==> config.mk <==
export PLATFORM = sky130hd
export DESIGN_NAME = bmp_front_flat
export DESIGN_NICKNAME = d
export VERILOG_FILES = /design/src/bmp_if.sv /design/src/bmp_front.sv /design/src/flat_wrapper.sv
export SDC_FILE = /design/constraint.sdc
export NUM_CORES = 1
export LEC_CHECK = 0
export BUFFER_PORTS_ARGS = -buffer_cell sky130_fd_sc_hd__buf_2
export CORE_MARGIN = 2
export CORE_UTILIZATION = 45
export CTS_CLUSTER_SIZE = 30
export DETAILED_ROUTE_END_ITERATION = 8
export GPL_ROUTABILITY_DRIVEN = 0
export GPL_TIMING_DRIVEN = 1
export SLEW_MARGIN = 20
export SYNTH_ARGS = -nofsm -noshare
export SYNTH_HDL_FRONTEND = slang
export SYNTH_SLANG_ARGS = --single-unit
==> constraint.sdc <==
create_clock -name clk -period 4.2 [get_ports clk]
set_input_delay 1.05 -clock clk [delete_from_list [all_inputs] [get_ports clk]]
set_output_delay 1.05 -clock clk [all_outputs]
set_load 0.02 [all_outputs]
==> src/bmp_if.sv <==
// ----------------------------------------------------------------------------
// bmp_if - query and result channels
// Valid/ready channels; a beat moves when valid and ready are both high.
// ----------------------------------------------------------------------------
interface bmp_query_if;
    logic        valid;
    logic        ready;
    logic [15:0] n_value;
    logic [15:0] r_value;

    modport source (output valid, output n_value, output r_value, input ready);
    modport sink   (input valid, input n_value, input r_value, output ready);
endinterface


==> src/bmp_front.sv <==
// ----------------------------------------------------------------------------
// bmp_front - query intake
// Takes query beats once the tables are ready, flags queries whose answer
// is zero, forms the three table addresses and queues them.
// ----------------------------------------------------------------------------
module bmp_front #(
    parameter int ADDR_W = 16
)
(
    input  logic              clk,
    input  logic              rst_n,
    bmp_query_if.sink         query,
    input  logic              init_done,
    output logic              q_valid,
    output logic              q_zero,
    output logic [ADDR_W-1:0] q_n,
    output logic [ADDR_W-1:0] q_r,
    output logic [ADDR_W-1:0] q_d,
    input  logic              q_pop
);

    localparam int unsigned MAX_N = (1 << ADDR_W) - 1;
    localparam int DEPTH = 4;
    localparam int PTR_W = $clog2(DEPTH);

    logic              zero_mem [DEPTH];
    logic [ADDR_W-1:0] n_mem    [DEPTH];
    logic [ADDR_W-1:0] r_mem    [DEPTH];
    logic [ADDR_W-1:0] d_mem    [DEPTH];

    logic [PTR_W-1:0] wr_ptr_reg, wr_ptr_next;
    logic [PTR_W-1:0] rd_ptr_reg, rd_ptr_next;
    logic [PTR_W:0]   cnt_reg, cnt_next;

    logic        push;
    logic        zero_flag;
    logic [15:0] diff;

    // Classify the query
    assign diff      = query.n_value - query.r_value;
    assign zero_flag = (query.n_value < query.r_value) || (32'(query.n_value) > MAX_N);

    assign query.ready = init_done && (cnt_reg != (PTR_W+1)'(DEPTH));
    assign push        = query.valid && query.ready;

    // Advance pointers and fill count
    always_comb
    begin
        wr_ptr_next = push  ? wr_ptr_reg + PTR_W'(1) : wr_ptr_reg;
        rd_ptr_next = q_pop ? rd_ptr_reg + PTR_W'(1) : rd_ptr_reg;
        cnt_next    = cnt_reg + (PTR_W+1)'(push) - (PTR_W+1)'(q_pop);
    end

    always_ff @(posedge clk or negedge rst_n)
    begin
        if (!rst_n)
        begin
            wr_ptr_reg <= '0;
            rd_ptr_reg <= '0;
            cnt_reg    <= '0;
        end
        else
        begin
            wr_ptr_reg <= wr_ptr_next;
            rd_ptr_reg <= rd_ptr_next;
            cnt_reg    <= cnt_next;
        end
    end

    // Store the queued beat
    always_ff @(posedge clk)
    begin
        if (push)
        begin
            zero_mem[wr_ptr_reg] <= zero_flag;
            n_mem[wr_ptr_reg]    <= ADDR_W'(query.n_value);
            r_mem[wr_ptr_reg]    <= ADDR_W'(query.r_value);
            d_mem[wr_ptr_reg]    <= ADDR_W'(diff);
        end
    end

    assign q_valid = (cnt_reg != '0);
    assign q_zero  = zero_mem[rd_ptr_reg];
    assign q_n     = n_mem[rd_ptr_reg];
    assign q_r     = r_mem[rd_ptr_reg];
    assign q_d     = d_mem[rd_ptr_reg];

endmodule

==> src/flat_wrapper.sv <==
// flat-port wrapper written by rule: the top's interface ports become plain ports
module bmp_front_flat 
#(
    parameter int ADDR_W = 16
)
  (clk, rst_n, init_done, q_valid, q_zero, q_n, q_r, q_d, q_pop, query_valid, query_n_value, query_r_value, query_ready);
  bmp_query_if query_i ();
  input  logic clk;
  input  logic rst_n;
  input  logic init_done;
  output logic q_valid;
  output logic q_zero;
  output logic [ADDR_W-1:0] q_n;
  output logic [ADDR_W-1:0] q_r;
  output logic [ADDR_W-1:0] q_d;
  input  logic q_pop;
  input wire logic [$bits(query_i.valid)-1:0] query_valid;
  input wire logic [$bits(query_i.n_value)-1:0] query_n_value;
  input wire logic [$bits(query_i.r_value)-1:0] query_r_value;
  output wire logic [$bits(query_i.ready)-1:0] query_ready;
  assign query_i.valid = query_valid;
  assign query_i.n_value = query_n_value;
  assign query_i.r_value = query_r_value;
  assign query_ready = query_i.ready;
  bmp_front #(.ADDR_W(ADDR_W)) u_core (.clk(clk), .rst_n(rst_n), .query(query_i), .init_done(init_done), .q_valid(q_valid), .q_zero(q_zero), .q_n(q_n), .q_r(q_r), .q_d(q_d), .q_pop(q_pop));
endmodule
==> flow_summary.json <==
{
  "finalSetupViolations": 0,
  "grt_start_max_net_pins": 30,
  "antenna_cells_inserted": 0,
  "worst_pin_slew_ns": 0.622,
  "placed_cells": 750,
  "max_h_tree_level": 1,
  "hold_class": "input port to async pin",
  "cts_hold_repair.buffers": 0,
  "postRouteWirelength_mm": 16.8,
  "largest_clock_skew_in_the_final_design_ns": 0.00904,
  "period_needed_ns": 3.44,
  "asyncSetResetFlopFracSynth": 0.0345,
  "fillerInstances": 1438,
  "final_antenna_net_count": 0,
  "top_post_synthesis_cells_by_area": "sky130_fd_sc_hd__edfxtp_1 (70%), sky130_fd_sc_hd__mux4_2 (13%), sky130_fd_sc_hd__ha_1 (3.3%)",
  "status": "finished clean",
  "place.port_buffers": 87,
  "clkSinkCount": 203,
  "mappedNetlistNets": 497,
  "yosys_warnings": 0,
  "timing.critical_path.required_ns": 3.15,
  "dr_total_vias": 4354,
  "route.detailed.drc": 0,
  "crit_path_end_kind": "output pin",
  "floorplan.die.width_um": 141,
  "cap_violations": 0,
  "fp.dieArea_mm2": 0.0198,
  "post_drt_via_cell_ratio": 5.53,
  "arrival_ns": 2.39,
  "clock_tree.root_cell": "sky130_fd_sc_hd__clkbuf_16",
  "worst_slew_margin_rel": 0.585,
  "fmaxAchievable_ghz": 0.291,
  "wl_per_cell_um": 21.4,
  "numCtsBuffers": 22,
  "antenna_found_initial": 0,
  "fp.dieH_um": 141,
  "critPathKind": "register to output pin",
  "synthDominantCellAreaShare": 0.701,
  "reg.largest.list": "u_core.d_mem x64, u_core.n_mem x64, u_core.r_mem x64",
  "detailedRoute.firstIterationViolations": 282,
  "timing_max_transition_violations_final": 0,
  "detailedRoute.firstPassIterationCount": 4,
  "peak_supply_drop_uv": 317,
  "synth_area_mm2": 0.00839,
  "synth_flop_cell": "sky130_fd_sc_hd__edfxtp_1",
  "placeableCoreArea_mm2": 0.0181,
  "post_cts_resize_count": 0,
  "max-clock-path-buffers": 3,
  "synth_common_cells": "sky130_fd_sc_hd__edfxtp_1 (196), sky130_fd_sc_hd__mux4_2 (49), sky130_fd_sc_hd__inv_1 (28)",
  "final_layout_size_suffix_gt1_frac": 0.336,
  "critical_path.max_fanout": 29,
  "fin_cells": 788,
  "postLayoutCellArea_mm2": 0.00985,
  "first_global_vias": 4594,
  "globalRoute.totalOverflow": 0,
  "clk-insertion-delay-late_ns": 0.50,
  "grt_usage": 0.175,
  "synth.yosys.seq_area_share": 0.722,
  "top_level_ports": 88,
  "slowest_stage": "sky130_fd_sc_hd__dfrtp_4",
  "syn2layout_area_growth_pct": 17.3,
  "cpPeakStageDelay_ns": 0.81,
  "cts_tree": "yes",
  "timing.setup.tns_ns": 0,
  "detailed_place_hpwl_mm": 11.1,
  "reg_clk_slew_reported_paths_ns": 0.06,
  "yosys_register_bits": 203,
  "timing.final.hold_violations": 0,
  "leakage_dissipation_nw": 3.54,
  "dpl_cell_area_mm2": 0.00915,
  "placementRows": 49,
  "cts_post_setup_buffers_inserted": 0,
  "fin_nets": 606,
  "final_min_period_over_clock_period": 0.819,
  "reg2reg_depth": 4,
  "crit_chain": "buf_4 -> mux4_2 -> buf_2",
  "synthDominantAreaCellType": "sky130_fd_sc_hd__edfxtp_1",
  "yosysMostFrequentCell": "sky130_fd_sc_hd__edfxtp_1",
  "grt_pass1_wl_mm": 26.1,
  "unrepaired_setup_endpoints_after_global_routing": "no",
  "synth_edf_count": 196,
  "yosys.cell_types.count": 45,
  "power_density_mw_per_mm2": 653,
  "syn_avg_cell_area_um2": 19.3,
  "setup.worst_path.start_class": "register",
  "synthesis.instances": 436,
  "floorplan.initialDensity": 0.463
}
## power breakdown
part / internal, mW / leakage (nW) / switching (mW)
sequential: 2.51 / 1.86 / 0.189
combinational: 0.803 / 1.34 / 1.05
clock: 1.12 / 0.334 / 0.757
## final timing paths
path | from | to | slack [ns]
max | u_core.rd_ptr_reg[0] | q_n[9] | 0.76
min | rst_n | u_core.rd_ptr_reg[0] | 0.38
max reg2reg | u_core.cnt_reg[1] | u_core.r_mem[3][12] | 1.97
min reg2reg | u_core.cnt_reg[2] | u_core.cnt_reg[2] | 0.63
max in group asynchronous | rst_n | u_core.rd_ptr_reg[0] | 3.65
min in group clk | u_core.cnt_reg[2] | u_core.cnt_reg[2] | 0.63
## layout make-up
cell class	count	area (µm²)	share of cell area
sequential	203	6070	0.616
multi-input combinational	189	2160	0.219
clock buffer	28	594	0.0603
timing repair buffer	100	533	0.0541
tap	229	287	0.0291
inverter	29	109	0.0111
clock inverter	10	106	0.0108
## per-stage QoR
step | setup WS [ns] | util | power, mW | hold WS (ns)
after floorplan | 0.884 | - | 4.00 | 0.562
after global placement | 0.937 | 0.504 | 4.61 | 0.590
after detailed placement | 0.857 | 0.504 | 4.65 | 0.612
after CTS | 0.666 | 0.543 | 6.54 | 0.363
after global routing | 0.604 | 0.543 | 6.73 | 0.370
final | 0.759 | 0.543 | 6.43 | 0.375
## layout by cell type, fill, tap and decap left out, drive strengths merged, types with 4 or more instances in the layout
cell type	instances
and3	7
nand3	4
ha	22
edfxtp	196
a21o	4
xnor2	8
nor3	4
nand2	10
nor2	15
inv	30
clkbuf	28
a211oi	4
o21ai	7
dfrtp	7
a21oi	12
clkinv	5
mux4	49
xor2	5
buf	100
o21a	4
## routing by layer
metal	up-vias	track usage	share of wire
li1	1968	-	-
met1	2239	0.235	0.43
met2	124	0.301	0.49
met3	23	0.0326	0.057
met4	0	0.0400	0.020
met5	-	0	0
## kinds of logic (layout without fill, tap and decap cells)
group | count (synthesis) | after routing | share of synthesized area
xor gates and xnor gates | 13 | 13 | 0.0136
buffers and inverters | 44 | 167 | 0.0218
muxes | 51 | 51 | 0.134
AOI/OAI and AO/OA | 45 | 45 | 0.0367
DFF | 203 | 203 | 0.722
adders and majority gates | 24 | 24 | 0.0376
and+or+nand+nor | 56 | 56 | 0.0346
## critical path: cells and delay by family, from the launching register on
kind,cells,cell delay (ns)
buffers and inverters,2,0.52
DFF,1,0.81
muxes,1,0.55
Note: power is estimated with default switching activity, not from simulation.
