$ cat config.mk
export PLATFORM = sky130hd
export DESIGN_NAME = bmp_init
export DESIGN_NICKNAME = d
export VERILOG_FILES = /design/src/bmp_pkg.sv /design/src/bmp_mulmod.sv /design/src/bmp_init.sv
export SDC_FILE = /design/constraint.sdc
export NUM_CORES = 2
export LEC_CHECK = 0
export ABC_AREA = 1
export BUFFER_PORTS_ARGS = -buffer_cell sky130_fd_sc_hd__clkbuf_2
export CAP_MARGIN = 20
export CORE_MARGIN = 3
export CORE_UTILIZATION = 27
export DETAILED_ROUTE_END_ITERATION = 10
export PLACE_DENSITY = 0.49
export REMOVE_ABC_BUFFERS = 1
export SETUP_SLACK_MARGIN = 0.2
export SKIP_CTS_REPAIR_TIMING = 1
export SLEW_MARGIN = 20
export SYNTH_ARGS = -nofsm -noshare
export SYNTH_HDL_FRONTEND = slang
export SYNTH_SLANG_ARGS = --single-unit
$ cat constraint.sdc
create_clock -name clk -period 17.95 [get_ports clk]
set_input_delay 0.8975 -clock clk [delete_from_list [all_inputs] [get_ports clk]]
set_output_delay 0.8975 -clock clk [all_outputs]
set_load 0.02 [all_outputs]
$ cat src/bmp_pkg.sv
// ----------------------------------------------------------------------------
// bmp_pkg - shared constants and types for the binomial mod prime block
// Holds the modulus, the Barrett reduction constant, the init sequencer
// states and the table write strobes.
// ----------------------------------------------------------------------------
package bmp_pkg;

    localparam int unsigned VAL_W = 30;

    // Modulus and exponent for the Fermat inverse
    localparam logic [VAL_W-1:0] PRIME   = 30'd1000000007;
    localparam logic [VAL_W-1:0] POW_EXP = 30'd1000000005;

    // Barrett constant floor(2^60 / p), 31 bits wide
    localparam logic [63:0] MU_FULL    = (64'd1 << 60) / 64'd1000000007;
    localparam logic [30:0] BARRETT_MU = MU_FULL[30:0];

    // Table fill sequencer states
    typedef enum logic [2:0] {
        INIT_START,
        INIT_FACT,
        INIT_POW,
        INIT_INV,
        INIT_DONE
    } init_state_t;

    // Sub-phase of a multiply request inside the sequencer
    typedef enum logic [1:0] {
        PH_ISSUE,
        PH_SQUARE,
        PH_WAIT
    } mul_phase_t;

    // Table write strobes
    typedef struct packed {
        logic fact_we;
        logic invf_we;
    } tbl_wr_t;

endpackage

$ cat src/bmp_mulmod.sv
// ----------------------------------------------------------------------------
// bmp_mulmod - pipelined multiply modulo 1000000007
// Five stages: product, Barrett quotient estimate, remainder, two
// conditional subtracts. A tag rides along with each beat.
// ----------------------------------------------------------------------------
module bmp_mulmod
    import bmp_pkg::*;
#(
    parameter int TAG_W = 1
)
(
    input  logic             clk,
    input  logic             rst_n,
    input  logic             en,
    input  logic             in_valid,
    input  logic [29:0]      a,
    input  logic [29:0]      b,
    input  logic [TAG_W-1:0] tag_in,
    output logic             out_valid,
    output logic [29:0]      res,
    output logic [TAG_W-1:0] tag_out
);

    logic [4:0]       vld_reg;
    logic [TAG_W-1:0] tag_reg [5];
    logic [59:0]      prod_reg;
    logic [61:0]      qh_reg;
    logic [31:0]      x2_reg;
    logic [31:0]      r3_reg;
    logic [31:0]      r4_reg;
    logic [29:0]      r5_reg;

    logic [30:0] q_est;
    logic [31:0] qp_low;
    logic [31:0] r4_next;
    logic [31:0] r5_full;

    // Quotient times modulus, low word only: remainder stays below 3p
    assign q_est   = qh_reg[61:31];
    assign qp_low  = 32'(32'(q_est) * 32'(PRIME));
    assign r4_next = (r3_reg >= 32'(PRIME)) ? (r3_reg - 32'(PRIME)) : r3_reg;
    assign r5_full = (r4_reg >= 32'(PRIME)) ? (r4_reg - 32'(PRIME)) : r4_reg;

    // Advance valid bits
    always_ff @(posedge clk or negedge rst_n)
    begin
        if (!rst_n)
        begin
            vld_reg <= '0;
        end
        else if (en)
        begin
            vld_reg <= {vld_reg[3:0], in_valid};
        end
    end

    // Advance payload
    always_ff @(posedge clk)
    begin
        if (en)
        begin
            prod_reg   <= 60'(a) * 60'(b);
            tag_reg[0] <= tag_in;
            qh_reg     <= 62'(prod_reg[59:29]) * 62'(BARRETT_MU);
            x2_reg     <= prod_reg[31:0];
            tag_reg[1] <= tag_reg[0];
            r3_reg     <= x2_reg - qp_low;
            tag_reg[2] <= tag_reg[1];
            r4_reg     <= r4_next;
            tag_reg[3] <= tag_reg[2];
            r5_reg     <= r5_full[29:0];
            tag_reg[4] <= tag_reg[3];
        end
    end

    assign out_valid = vld_reg[4];
    assign res       = r5_reg;
    assign tag_out   = tag_reg[4];

endmodule

$ cat src/bmp_init.sv
// ----------------------------------------------------------------------------
// bmp_init - table fill sequencer
// Fills the factorial table upward, inverts the last factorial by
// square-and-multiply, then fills the inverse factorial table downward.
// ----------------------------------------------------------------------------
module bmp_init
    import bmp_pkg::*;
#(
    parameter int ADDR_W = 16
)
(
    input  logic              clk,
    input  logic              rst_n,
    output tbl_wr_t           wr,
    output logic [ADDR_W-1:0] wr_addr,
    output logic [29:0]       wr_data,
    output logic              done
);

    init_state_t       state_reg, state_next;
    mul_phase_t        phase_reg, phase_next;
    logic [ADDR_W-1:0] i_reg, i_next;
    logic [29:0]       acc_reg, acc_next;
    logic [29:0]       sq_reg, sq_next;
    logic [29:0]       exp_reg, exp_next;

    logic        mm_valid;
    logic [29:0] mm_a;
    logic [29:0] mm_b;
    logic        mm_tag;
    logic        mm_out_valid;
    logic [29:0] mm_res;
    logic        mm_out_tag;

    bmp_mulmod #(.TAG_W(1)) u_mul (
        .clk       (clk),
        .rst_n     (rst_n),
        .en        (1'b1),
        .in_valid  (mm_valid),
        .a         (mm_a),
        .b         (mm_b),
        .tag_in    (mm_tag),
        .out_valid (mm_out_valid),
        .res       (mm_res),
        .tag_out   (mm_out_tag)
    );

    // Hold sequencer state
    always_ff @(posedge clk or negedge rst_n)
    begin
        if (!rst_n)
        begin
            state_reg <= INIT_START;
            phase_reg <= PH_ISSUE;
            i_reg     <= '0;
            acc_reg   <= '0;
            sq_reg    <= '0;
            exp_reg   <= '0;
        end
        else
        begin
            state_reg <= state_next;
            phase_reg <= phase_next;
            i_reg     <= i_next;
            acc_reg   <= acc_next;
            sq_reg    <= sq_next;
            exp_reg   <= exp_next;
        end
    end

    // Sequence the multiplies and table writes
    always_comb
    begin
        state_next = state_reg;
        phase_next = phase_reg;
        i_next     = i_reg;
        acc_next   = acc_reg;
        sq_next    = sq_reg;
        exp_next   = exp_reg;
        mm_valid   = 1'b0;
        mm_a       = acc_reg;
        mm_b       = 30'(i_reg);
        mm_tag     = 1'b0;
        wr         = '0;
        wr_addr    = i_reg;
        wr_data    = mm_res;

        case (state_reg)
            INIT_START:
            begin
                // Seed 0! = 1
                wr.fact_we = 1'b1;
                wr_addr    = '0;
                wr_data    = 30'd1;
                acc_next   = 30'd1;
                i_next     = ADDR_W'(1);
                phase_next = PH_ISSUE;
                state_next = INIT_FACT;
            end

            INIT_FACT:
            begin
                if (phase_reg == PH_ISSUE)
                begin
                    mm_valid   = 1'b1;
                    phase_next = PH_WAIT;
                end
                else if (mm_out_valid)
                begin
                    wr.fact_we = 1'b1;
                    acc_next   = mm_res;
                    phase_next = PH_ISSUE;
                    if (&i_reg)
                    begin
                        sq_next    = mm_res;
                        acc_next   = 30'd1;
                        exp_next   = POW_EXP;
                        state_next = INIT_POW;
                    end
                    else
                    begin
                        i_next = i_reg + ADDR_W'(1);
                    end
                end
            end

            INIT_POW:
            begin
                case (phase_reg)
                    PH_ISSUE:
                    begin
                        // Multiply the accumulator by the square or by one
                        mm_valid   = 1'b1;
                        mm_b       = exp_reg[0] ? sq_reg : 30'd1;
                        phase_next = PH_SQUARE;
                    end
                    PH_SQUARE:
                    begin
                        mm_valid   = 1'b1;
                        mm_a       = sq_reg;
                        mm_b       = sq_reg;
                        mm_tag     = 1'b1;
                        phase_next = PH_WAIT;
                    end
                    default:
                    begin
                        if (mm_out_valid && !mm_out_tag)
                        begin
                            acc_next = mm_res;
                        end
                        else if (mm_out_valid)
                        begin
                            sq_next    = mm_res;
                            exp_next   = exp_reg >> 1;
                            phase_next = PH_ISSUE;
                            if (exp_reg[29:1] == '0)
                            begin
                                // Last inverse factorial
                                wr.invf_we = 1'b1;
                                wr_data    = acc_reg;
                                i_next     = '1;
                                state_next = INIT_INV;
                            end
                        end
                    end
                endcase
            end

            INIT_INV:
            begin
                wr_addr = i_reg - ADDR_W'(1);
                if (phase_reg == PH_ISSUE)
                begin
                    mm_valid   = 1'b1;
                    phase_next = PH_WAIT;
                end
                else if (mm_out_valid)
                begin
                    wr.invf_we = 1'b1;
                    acc_next   = mm_res;
                    phase_next = PH_ISSUE;
                    i_next     = i_reg - ADDR_W'(1);
                    if (i_reg == ADDR_W'(1))
                    begin
                        state_next = INIT_DONE;
                    end
                end
            end

            default:
            begin
                state_next = INIT_DONE;
            end
        endcase
    end

    assign done = (state_reg == INIT_DONE);

endmodule

==> metrics.md <==
| Metric | Value |
|---|---|
| Ys Warns | `0` |
| Clock Pin Slew Worst Setup and Hold Paths | `around 70 ps` |
| Fill count | `roughly 27000` |
| Root buffer cell | `clkbuf_16` |
| Initial antenna violation count | `7` |
| CP peak stage delay | `about 700 ps` |
| Crit path capture type | `register` |
| Worst hold path class | `in -> async` |
| Final setup margin | `~7700 ps` |
| Starting density of the core | `between 20% and 30%` |
| Reg2Reg Setup Slack | `7740 ps` |
| FF+latch area | `about 7300 um2` |
| Worst path bufs/invs | `9` |
| Clock tree buffer depth | `3` |
| Crit path max fanout | `36` |
| Share of cells above drive strength 1 | `3.80%` |
| Fin crit share | `a little under three fifths` |
| Clk_lat worst skew | `between 600 and 700 ps` |
| RSZ-0062 raised after global routing | `false` |
| Status | `finished, final reports clean` |
| Routed Antenna Nets | `0` |
| CTS Sinks | `338` |
| Worst-Margin Slew | `~1100 ps` |
| R2r worst-path depth | `30` |
| Pwr per Cell Area | `around 23 nW/um2` |
| Crit-path leading delay family | `adder cells` |
| HPWL after DPL | `approximately 200000 um` |
| Max-slew headroom | `28.1%` |
| Setup Slack @ Placement | `a little under 8000 ps` |
| Dominant cell by count in the synthesized netlist | `inv_1` |
| WL final | `between 200000 and 250000 um` |
| Core Area | `~250000 um2` |
| Post-route insts no fill | `around 12000` |
| Placed cells | `roughly 12000` |
| Die ar. | `260000 um2` |
| FP Rows | `between 150 and 200` |
| Hold slack final | `approximately 300 ps` |
| First-pass GRT wire length | `about 360000 um` |
| Synth Area per Inst | `just over 8 um2` |
| Cell area after synthesis | `a little under 70000 um2` |
| Fmax | `between 90 and 100 MHz` |
| Final worst path period need | `about 10000 ps` |
| Iter 0 DRT Violations | `3859` |
| Synth top cells by count | `inv_1, nand2_1, fa_1` |
| Hold Fails Final Rpt | `0` |
| Num ports | `51` |
| Largest net degree at the start of global routing | `72` |
| FFs w/ async S/R, synth | `~34%` |
| Max-cap violations | `0` |
| Layout area overhead | `8.64%` |
| H-tree levels | `2` |
| CP startpoint kind | `register` |
| Vias in the first global route | `between 50000 and 60000` |
| Overflow after GRT | `0` |
| Share of the synthesized area in the top cell type | `a little under two fifths` |
| Synth area leader | `fa_1` |
| Post-synth EDFFs | `0` |
| Via count | `54300` |
| CTS tree | `done` |
| TritonCTS Buffers | `44` |
| Nets | `roughly 11000` |
| Worst path required time | `about 18000 ps` |
| Die width | `a little over 500 um` |
| CP max-delay cell | `nor3_4` |
| Flops & latches, synth | `around 340` |
| Final max-slew violation count | `0` |
| Lkg Pwr | `between 40 and 50 nW` |
| Top_reg_cell synth | `dfxtp_1` |
| # setup viols final | `0` |
| WP data arrival | `about 11000 ps` |
| R2R Path End | `u_mul.prod_reg[25]` |
| Cells after Synth | `8521` |
| Max reg flops | `60` |
| Synth area leaders | `fa_1, ha_1, inv_1` |
| Average vias per placed instance | `4.56` |
| Setup CP Type | `reg -> reg` |
| GRT Util Overall | `18.1%` |
| Area of the multi-input gates | `just over 50000 um2` |
| Setup Skew | `between 20 and 30 ps` |
| Placer Congestion | `0.948` |
| Synth cell types | `between 50 and 60` |
| Chip Height | `approximately 510 um` |
| Setup TNS | `0 ps` |
| Buffers added on ports | `50` |
| Most used cell, CP | `fa_1` |
| RR Startpoint | `state_reg[2]` |
| Worst vdd ir | `0.0000572 V` |
| Sequential element share of the synthesized area | `around 11%` |
| DRT Pass-1 Iters | `6` |
| DR WL/cell | `around 19 um` |
| Drt drc | `0` |
-- stage by stage --
| step | util [%] | cell area (um2) | total power (W) |
|---|---|---|---|
| finish | 29.6 | 74600 | 0.00170 |
| global route | 29.6 | 74600 | 0.00177 |
| CTS | 29.6 | 74600 | 0.00174 |
| detailed placement | 29.0 | 73000 | 0.000776 |
| global placement | 29.0 | 73000 | 0.000776 |
| floorplan | - | 67600 | 0.000770 |
-- how the worst max path moves through the flow --
stage                       startpoint            endpoint  slack, ps  cells past startpoint
final                     state_reg[2]  u_mul.prod_reg[25]       7740                     30
after global routing      state_reg[2]  u_mul.prod_reg[57]       7340                     32
after CTS                 state_reg[2]  u_mul.prod_reg[25]       7800                     30
after detailed placement  state_reg[2]  u_mul.prod_reg[25]       7870                     30
after global placement    state_reg[2]  u_mul.prod_reg[25]       7350                     30
after floorplan           phase_reg[0]  u_mul.prod_reg[47]       9200                     29
-- area by class of cell --
type,count,share of cell area (%)
antenna,4,0.0134
tap,3348,5.62
multi-input combinational,5546,68.7
clock buffer,52,1.58
timing repair buffer,159,1.45
sequential,338,9.85
clock inverter,30,0.490
inverter,2432,12.2
-- placed cells by master (no fill, tap or decap), drive strengths merged, types with 116 or more instances in the layout --
| master | instances |
|---|---|
| inv | 2434 |
| ha | 786 |
| nand2 | 1590 |
| a21oi | 225 |
| xor2 | 116 |
| dfrtp | 116 |
| o21ai | 327 |
| fa | 1260 |
| nor2 | 600 |
| nand3 | 281 |
| dfxtp | 222 |
-- cell families (layout without fill, tap and decap cells) --
group,Yosys count,count (layout),synth area share [%]
buf+inv,2637,2673,14.8
simple gates,2630,2630,15.7
fa+ha+maj,2046,2046,51.1
compound gates,723,723,5.88
flops,338,338,10.7
xor+xnor,147,147,1.88
other cells,0,4,0
-- layer usage --
metal  vias up  track usage (%)  routed length, um
met5         -                0                 11
li1      25200                -                  -
met1     27600             24.6             104000
met4         2             4.46               6060
met2      1343             30.8             110000
met3       214             1.64              10800
-- power breakdown --
group	switching [W]	internal, W	leakage [nW]
clock network	0.000390	0.000554	0.751
registers	0	0.000754	3.37
logic	0.00000566	0.000000348	37.3
total	0.000395	0.00131	41.4
-- worst register-to-register path: cells and delay by family, from the launching register on --
kind	cells	cell delay (ps)
flip-flops	1	430
adder cells (fa/ha/maj)	9	4100
XOR/XNOR	1	310
buffers and inverters	9	1520
AND/OR/NAND/NOR	11	3710
Power figures use the tool's default switching activity.
